<file path="config.mk">
export PLATFORM = sky130hd
export DESIGN_NAME = gold_ovsf_spreading_code_generator
export DESIGN_NICKNAME = d
export VERILOG_FILES = /design/src/rtl/gosc_pkg.sv /design/src/rtl/gosc_chip_calc.sv /design/src/rtl/gold_ovsf_spreading_code_generator.sv
export SDC_FILE = /design/constraint.sdc
export NUM_CORES = 1
export LEC_CHECK = 0
export BUFFER_PORTS_ARGS = -buffer_cell sky130_fd_sc_hd__buf_4
export CAP_MARGIN = 20
export CORE_UTILIZATION = 53
export CTS_BUF_LIST = sky130_fd_sc_hd__clkbuf_16
export CTS_CLUSTER_DIAMETER = 50
export DETAILED_ROUTE_END_ITERATION = 7
export PLACE_DENSITY = 0.78
export SLEW_MARGIN = 20
export SYNTH_ARGS = -nofsm -noshare
export SYNTH_HDL_FRONTEND = slang
export SYNTH_SLANG_ARGS = --single-unit
</file>
<file path="constraint.sdc">
create_clock -name clk_i -period 4.1 [get_ports clk_i]
set_input_delay 0.205 -clock clk_i [delete_from_list [all_inputs] [get_ports clk_i]]
set_output_delay 0.205 -clock clk_i [all_outputs]
set_load 0.01 [all_outputs]
</file>
<file path="src/rtl/gosc_pkg.sv">
// Package for the Gold/OVSF spreading code generator: widths, register
// indexes, the result type and the bit-reversal helper.
// No dependencies.
package gosc_pkg;

  localparam int unsigned LfsrBits     = 25;
  localparam int unsigned MaxLogSpread = 8;
  localparam int unsigned IdxW         = 8;
  localparam int unsigned LogW         = 4;
  localparam int unsigned CfgIdxW      = 2;
  localparam int unsigned CfgDataW     = 25;

  typedef enum logic [CfgIdxW-1:0] {
    CfgGoldSeed  = 2'd0,
    CfgCodeIndex = 2'd1,
    CfgLogSpread = 2'd2,
    CfgSeqLength = 2'd3
  } cfg_reg_e;

  typedef struct packed {
    logic bad_config;
    logic last;
    logic chip;
  } result_t;

  function automatic logic [IdxW-1:0] reverse_idx(input logic [IdxW-1:0] v);
    logic [IdxW-1:0] r;
    for (int i = 0; i < IdxW; i++) begin
      r[i] = v[IdxW-1-i];
    end
    return r;
  endfunction

endpackage

</file>
<file path="src/rtl/gosc_chip_calc.sv">
// OVSF chip combination for the Gold/OVSF generator: effective spreading
// factor, configuration check and the combined chip for one position.
// Depends on gosc_pkg.
module gosc_chip_calc import gosc_pkg::*; (
  input  logic            gold_bit_i,
  input  logic [IdxW-1:0] pos_low_i,
  input  logic [IdxW-1:0] code_index_i,
  input  logic [LogW-1:0] log_spread_i,
  output logic            chip_o,
  output logic            bad_config_o
);

  logic            too_large;
  logic [LogW-1:0] eff_log;
  logic [LogW-1:0] rev_shift;
  logic [IdxW-1:0] rev_code;
  logic [IdxW-1:0] high_bits;

  assign too_large = log_spread_i > LogW'(MaxLogSpread);
  assign eff_log   = too_large ? LogW'(MaxLogSpread) : log_spread_i;
  assign rev_shift = LogW'(MaxLogSpread) - eff_log;
  assign rev_code  = reverse_idx(code_index_i) >> rev_shift;
  assign high_bits = code_index_i >> eff_log;

  assign chip_o       = gold_bit_i ^ (^(pos_low_i & rev_code));
  assign bad_config_o = too_large || (high_bits != '0);

endmodule

</file>
<file path="src/rtl/gold_ovsf_spreading_code_generator.sv">
// Top level of the Gold/OVSF spreading code generator: configuration
// registers, the two LFSRs, chip counter and a two-entry output stage.
// Depends on gosc_pkg and gosc_chip_calc.
// Each accepted item steps the LFSRs and counter; its chip is registered.
// Throughput: one item per cycle while the skid entry is empty.
// Reset: asynchronous, active low; registers take their reset values and the
// output stage empties. No clearing pass is needed.
module gold_ovsf_spreading_code_generator import gosc_pkg::*; (
  input  logic                clk_i,
  input  logic                rst_ni,
  input  logic                cfg_we_i,
  input  logic [CfgIdxW-1:0]  cfg_idx_i,
  input  logic [CfgDataW-1:0] cfg_wdata_i,
  input  logic                s_axis_tvalid,
  output logic                s_axis_tready,
  input  logic [7:0]          s_axis_tdata,  // [0] restart, [7:1] zero
  output logic                m_axis_tvalid,
  input  logic                m_axis_tready,
  output logic [7:0]          m_axis_tdata,  // [0] chip, [7:1] zero
  output logic                m_axis_tlast,
  output logic                m_axis_tuser   // [0] bad_config
);

  logic [LfsrBits-1:0] gold_seed_q;
  logic [IdxW-1:0]     code_index_q;
  logic [LogW-1:0]     log_spread_q;
  logic [LfsrBits-1:0] seq_len_q;

  logic [LfsrBits-1:0] lfsr_fixed_q, lfsr_fixed_d;
  logic [LfsrBits-1:0] lfsr_seeded_q, lfsr_seeded_d;
  logic [LfsrBits-1:0] pos_q, pos_d;

  logic [LfsrBits-1:0] cur_fixed, cur_seeded, cur_pos;
  logic                restart, s_acc, fb_fixed, fb_seeded;
  result_t             res_new;
  result_t             out_q, skid_q;
  logic                out_valid_q, skid_valid_q;

  assign s_axis_tready = !skid_valid_q;
  assign s_acc         = s_axis_tvalid && s_axis_tready;
  assign restart       = s_axis_tdata[0];

  always_ff @(posedge clk_i or negedge rst_ni) begin
    if (!rst_ni) begin
      gold_seed_q  <= LfsrBits'(1);
      code_index_q <= '0;
      log_spread_q <= '0;
      seq_len_q    <= LfsrBits'(1);
    end else if (cfg_we_i) begin
      unique case (cfg_reg_e'(cfg_idx_i))
        CfgGoldSeed:  gold_seed_q  <= cfg_wdata_i[LfsrBits-1:0];
        CfgCodeIndex: code_index_q <= cfg_wdata_i[IdxW-1:0];
        CfgLogSpread: log_spread_q <= cfg_wdata_i[LogW-1:0];
        CfgSeqLength: seq_len_q    <= cfg_wdata_i[LfsrBits-1:0];
      endcase
    end
  end

  assign cur_fixed  = restart ? LfsrBits'(1) : lfsr_fixed_q;
  assign cur_seeded = restart ? gold_seed_q  : lfsr_seeded_q;
  assign cur_pos    = restart ? '0           : pos_q;

  gosc_chip_calc u_chip_calc (
    .gold_bit_i   (cur_fixed[0] ^ cur_seeded[0]),
    .pos_low_i    (cur_pos[IdxW-1:0]),
    .code_index_i (code_index_q),
    .log_spread_i (log_spread_q),
    .chip_o       (res_new.chip),
    .bad_config_o (res_new.bad_config)
  );

  assign res_new.last = cur_pos == (seq_len_q - LfsrBits'(1));
  assign fb_fixed     = cur_fixed[3] ^ cur_fixed[0];
  assign fb_seeded    = cur_seeded[3] ^ cur_seeded[2] ^ cur_seeded[1] ^ cur_seeded[0];

  always_comb begin
    if (res_new.last) begin
      lfsr_fixed_d  = LfsrBits'(1);
      lfsr_seeded_d = gold_seed_q;
      pos_d         = '0;
    end else begin
      lfsr_fixed_d  = {fb_fixed, cur_fixed[LfsrBits-1:1]};
      lfsr_seeded_d = {fb_seeded, cur_seeded[LfsrBits-1:1]};
      pos_d         = cur_pos + LfsrBits'(1);
    end
  end

  always_ff @(posedge clk_i or negedge rst_ni) begin
    if (!rst_ni) begin
      lfsr_fixed_q  <= LfsrBits'(1);
      lfsr_seeded_q <= LfsrBits'(1);
      pos_q         <= '0;
    end else if (s_acc) begin
      lfsr_fixed_q  <= lfsr_fixed_d;
      lfsr_seeded_q <= lfsr_seeded_d;
      pos_q         <= pos_d;
    end
  end

  always_ff @(posedge clk_i or negedge rst_ni) begin
    if (!rst_ni) begin
      out_valid_q  <= 1'b0;
      skid_valid_q <= 1'b0;
    end else if (!out_valid_q || m_axis_tready) begin
      if (skid_valid_q) begin
        out_valid_q  <= 1'b1;
        skid_valid_q <= 1'b0;
      end else begin
        out_valid_q <= s_acc;
      end
    end else if (s_acc) begin
      skid_valid_q <= 1'b1;
    end
  end

  always_ff @(posedge clk_i) begin
    if (!out_valid_q || m_axis_tready) begin
      out_q <= skid_valid_q ? skid_q : res_new;
    end else if (s_acc) begin
      skid_q <= res_new;
    end
  end

  assign m_axis_tvalid = out_valid_q;
  assign m_axis_tdata  = {7'd0, out_q.chip};
  assign m_axis_tlast  = out_q.last;
  assign m_axis_tuser  = out_q.bad_config;

`ifndef SYNTHESIS
  a_skid_implies_out: assert property (@(posedge clk_i) disable iff (!rst_ni)
    skid_valid_q |-> out_valid_q)
    else $error("Skid entry held while output stage is empty.");

  a_fixed_nonzero: assert property (@(posedge clk_i) disable iff (!rst_ni)
    lfsr_fixed_q != '0)
    else $error("Fixed LFSR reached the all-zero state.");

  a_restart_pos: assert property (@(posedge clk_i) disable iff (!rst_ni)
    s_acc && s_axis_tdata[0] && seq_len_q != LfsrBits'(1) |=> pos_q == LfsrBits'(1))
    else $error("Chip position wrong after a restart item.");

  a_hold_state: assert property (@(posedge clk_i) disable iff (!rst_ni)
    !s_acc |=> $stable(lfsr_fixed_q) && $stable(lfsr_seeded_q) && $stable(pos_q))
    else $error("Generator state moved without an accepted item.");
`endif

endmodule

</file>
==> flow_summary.yaml <==
pwr:
  swShare: 0.302
  p_comb_frac: 0.216
  p_leak_nw: 3.88
  p_sw_mw: 1.32
  powerDensity_nw_per_um2: 472
  cell_internal_pwr_mw: 3.05
  ir_worst_vdd_v: 0.000304
  power_frac_seq: 0.440
  power_mw: 4.37
  clock_power_share: 0.344
timing:
  final-max-slew-violation-count: 0
  setup_ws_ns: 0.461
  finalSetupViolCount: 0
  fmax_mhz: 275
  tightest_slew_ns: 0.809
  hold_viol: 0
  whs_ns: 0.0207
  rsz0062_at_grt: "false"
  tns_ns: 0
  slew_headroom: 0.458
  period_share: 0.887
  period_needed_ns: 3.64
  fin_skew_ns: 0.00775
die:
  die_w_um: 127
  chipHeight_um: 127
  die-area_um2: 16200
  ios: 52
  core-area_um2: 15300
  initial_core_util: 0.544
  rows: 45
grt:
  grtUsageTotal: 0.234
  grt_pass1_wl_mm: 29.8
  antenna_found_initial: 0
  first_global_vias: 5922
  grt_remaining_overflow: 0
  grt_max_degree: 111
yosys:
  synth-main-ff-cell: "dfrtp_1"
  avgSynthCellArea_um2: 10.0
  synth_cell_types: 73
  yosysWarnings: 0
  yosysSeqAreaShare: 0.441
  ys_async_sr_fraction: 0.959
  synth_seq_cells: 145
  netlist_instances: 827
  synth-edff-count: 6
  syn-cell-area_um2: 8300
layout:
  layout.nets: 885
  final-seq-area_um2: 3660
  fillers: 1278
  area_growth_pct: 11.6
  antenna_cells: 0
  finalNonFillerCells: 1066
  fin_area_um2: 9260
  layout-drive-gt1-share: 0.229
  final_util: 0.607
  multi_input_area_um2: 4320
place:
  gp_congestion: 0.880
  place_area_um2: 8660
  dp_slack_ns: 0.503
  hpwl_mm: 11.7
  dp_cells: 1032
  port_buffers: 37
job:
  maxCapViolCount: 0
clock_tree:
  clockRootBuffer: "clkbuf_16"
  clk_path_buf_depth: 2
  cts_buffers: 17
  cts.sink_count: 145
  clk_pin_slew_worst_paths_ns: 0.06
  htree_levels: 4
  cts_tree: "yes"
  cts_setup_buffers: 0
  clk_latency_ns: 0.42
detailed_routing:
  wl_per_cell_um: 16.5
  vias_per_cell: 5.76
  drt-pass1-iter-count: 5
  routed_wl_mm: 17.5
  drc_errors: 0
  num_vias: 6136
  drtAntennaViolNets: 0
  initialDrtViolationCount: 439
worst_setup_path:
  worstSetupPathType: "reg -> reg"
  cpPeakStageDelay_ns: 0.52
  end_kind: "flip-flop"
  reg2reg_to: "pos_q[24]"
  cp.arrival_ns: 3.95
  slowest_stage: "nor4_1"
  critPathMaxFanout: 6
  r2r_cells: 11
  critPathRequiredTime_ns: 4.41
  regToRegSetupSlack_ns: 0.46
  cp_common_cell: "and3_1"
  crit_chain: "nor2b_1, ha_1, and3_1, nand4_1, nor4_1, and3_1, and3_1, nand3_1, or3_1, a31o_1, a22o_1"
  r2r-start: "pos_q[0]"
  cp-start-kind: "flip-flop"
run_status:
  status: "finished, final reports clean"
worst_hold_path:
  hold_start: "s_axis_tvalid"
  hold_path_depth: 3
  hold_end: "m_axis_tvalid"
  hp-class: "in -> reg"
==> layout by cell type (no fill, tap or decap), drive strengths merged, types with 16 or more instances in the layout <==
cell type,instances
a21oi,16
buf,50
clkbuf,17
dfrtp,135
mux2,92
mux2i,31
nand2,110
nand3,19
nor2,33
nor2b,17
nor3,20
o21ai,84
xnor2,34
==> logic make-up after synthesis <==
family / after synthesis / share of synthesized area
AOI/OAI and AO/OA: 160 / 0.119
xor gates and xnor gates: 43 / 0.0470
adders and majority gates: 3 / 0.00452
buffers and inverters: 74 / 0.0433
DFF: 145 / 0.441
muxes: 126 / 0.170
other: 1 / 0.000452
and+or+nand+nor: 275 / 0.174
==> sequential cells by signal, summed over array words and instances, names as in the netlist <==
signal,flops
seq_len_q,25
m_axis_tuser,1
skid_q,3
m_axis_tdata,1
m_axis_tvalid,1
gold_seed_q,25
code_index_q,8
m_axis_tlast,1
log_spread_q,4
skid_valid_q,1
lfsr_fixed_q,25
lfsr_seeded_q,25
pos_q,25
==> power groups by stage <==
stage	logic [mW]	registers [mW]	clock network, mW
2_1_floorplan	0.795	1.83	0
3_3_place_gp	0.904	1.93	0
3_5_place_dp	0.936	1.94	0
4_1_cts	0.950	1.92	1.53
5_1_grt	1.06	1.96	1.59
6_report	0.947	1.92	1.50
==> worst max-delay path: cells and delay by family (launching register included) <==
kind	cells	cell delay, ns
flops	1	0.44
simple gates	8	2.36
compound gates	2	0.43
fa+ha+maj	1	0.29
==> final cells by class <==
cell class                 instances  share of cell area
inverter                          13             0.00527
multi-input combinational        614               0.466
tap                              211              0.0285
timing repair buffer              51              0.0434
sequential                       145               0.396
clock buffer                      17              0.0459
clock inverter                    15              0.0154
==> cells in the mapped netlist, types with 9 or more instances <==
cell      number  area (um2)
nand4_1        9        56.3
mux2i_1       31         310
a21oi_1       16        80.1
xnor2_1       34         298
nor2_1        33         124
mux2_2        92        1040
o21ai_1       12        60.1
a22oi_1        9        67.6
dfrtp_1      135        3380
o21ai_0       71         355
and3_1        10        62.6
nand3_1       18        90.1
nor3_1        20         100
nand2_1      110         413
buf_4         10        75.1
a31oi_1        9        56.3
nand3b_1       9        67.6
inv_1         13        48.8
nor2b_1       17         106
clkbuf_1      40         150
nand2b_1      12        75.1
==> worst max-delay path by stage <==
stage | from | to | slack (ns)
6_report | pos_q[0] | pos_q[24] | 0.46
5_1_grt | pos_q[0] | pos_q[24] | 0.20
4_1_cts | pos_q[0] | pos_q[24] | 0.50
3_5_place_dp | pos_q[0] | pos_q[24] | 0.50
3_3_place_gp | pos_q[0] | pos_q[24] | 0.57
2_1_floorplan | s_axis_tdata[0] | pos_q[24] | 0.41
==> metal layers <==
metal / wire (um) / vias to the layer above / track usage
met5: 0 / - / 0
met4: 146 / 0 / 0.0504
met3: 617 / 11 / 0.0540
met2: 8460 / 134 / 0.385
met1: 8320 / 3023 / 0.319
li1: - / 2968 / -
==> timing repair <==
action                                 4_1_cts  5_1_grt
hold buffers                                 1        0
endpoints found under the hold margin       56        0
resized for setup                            0        0
Power figures use the tool's default switching activity.
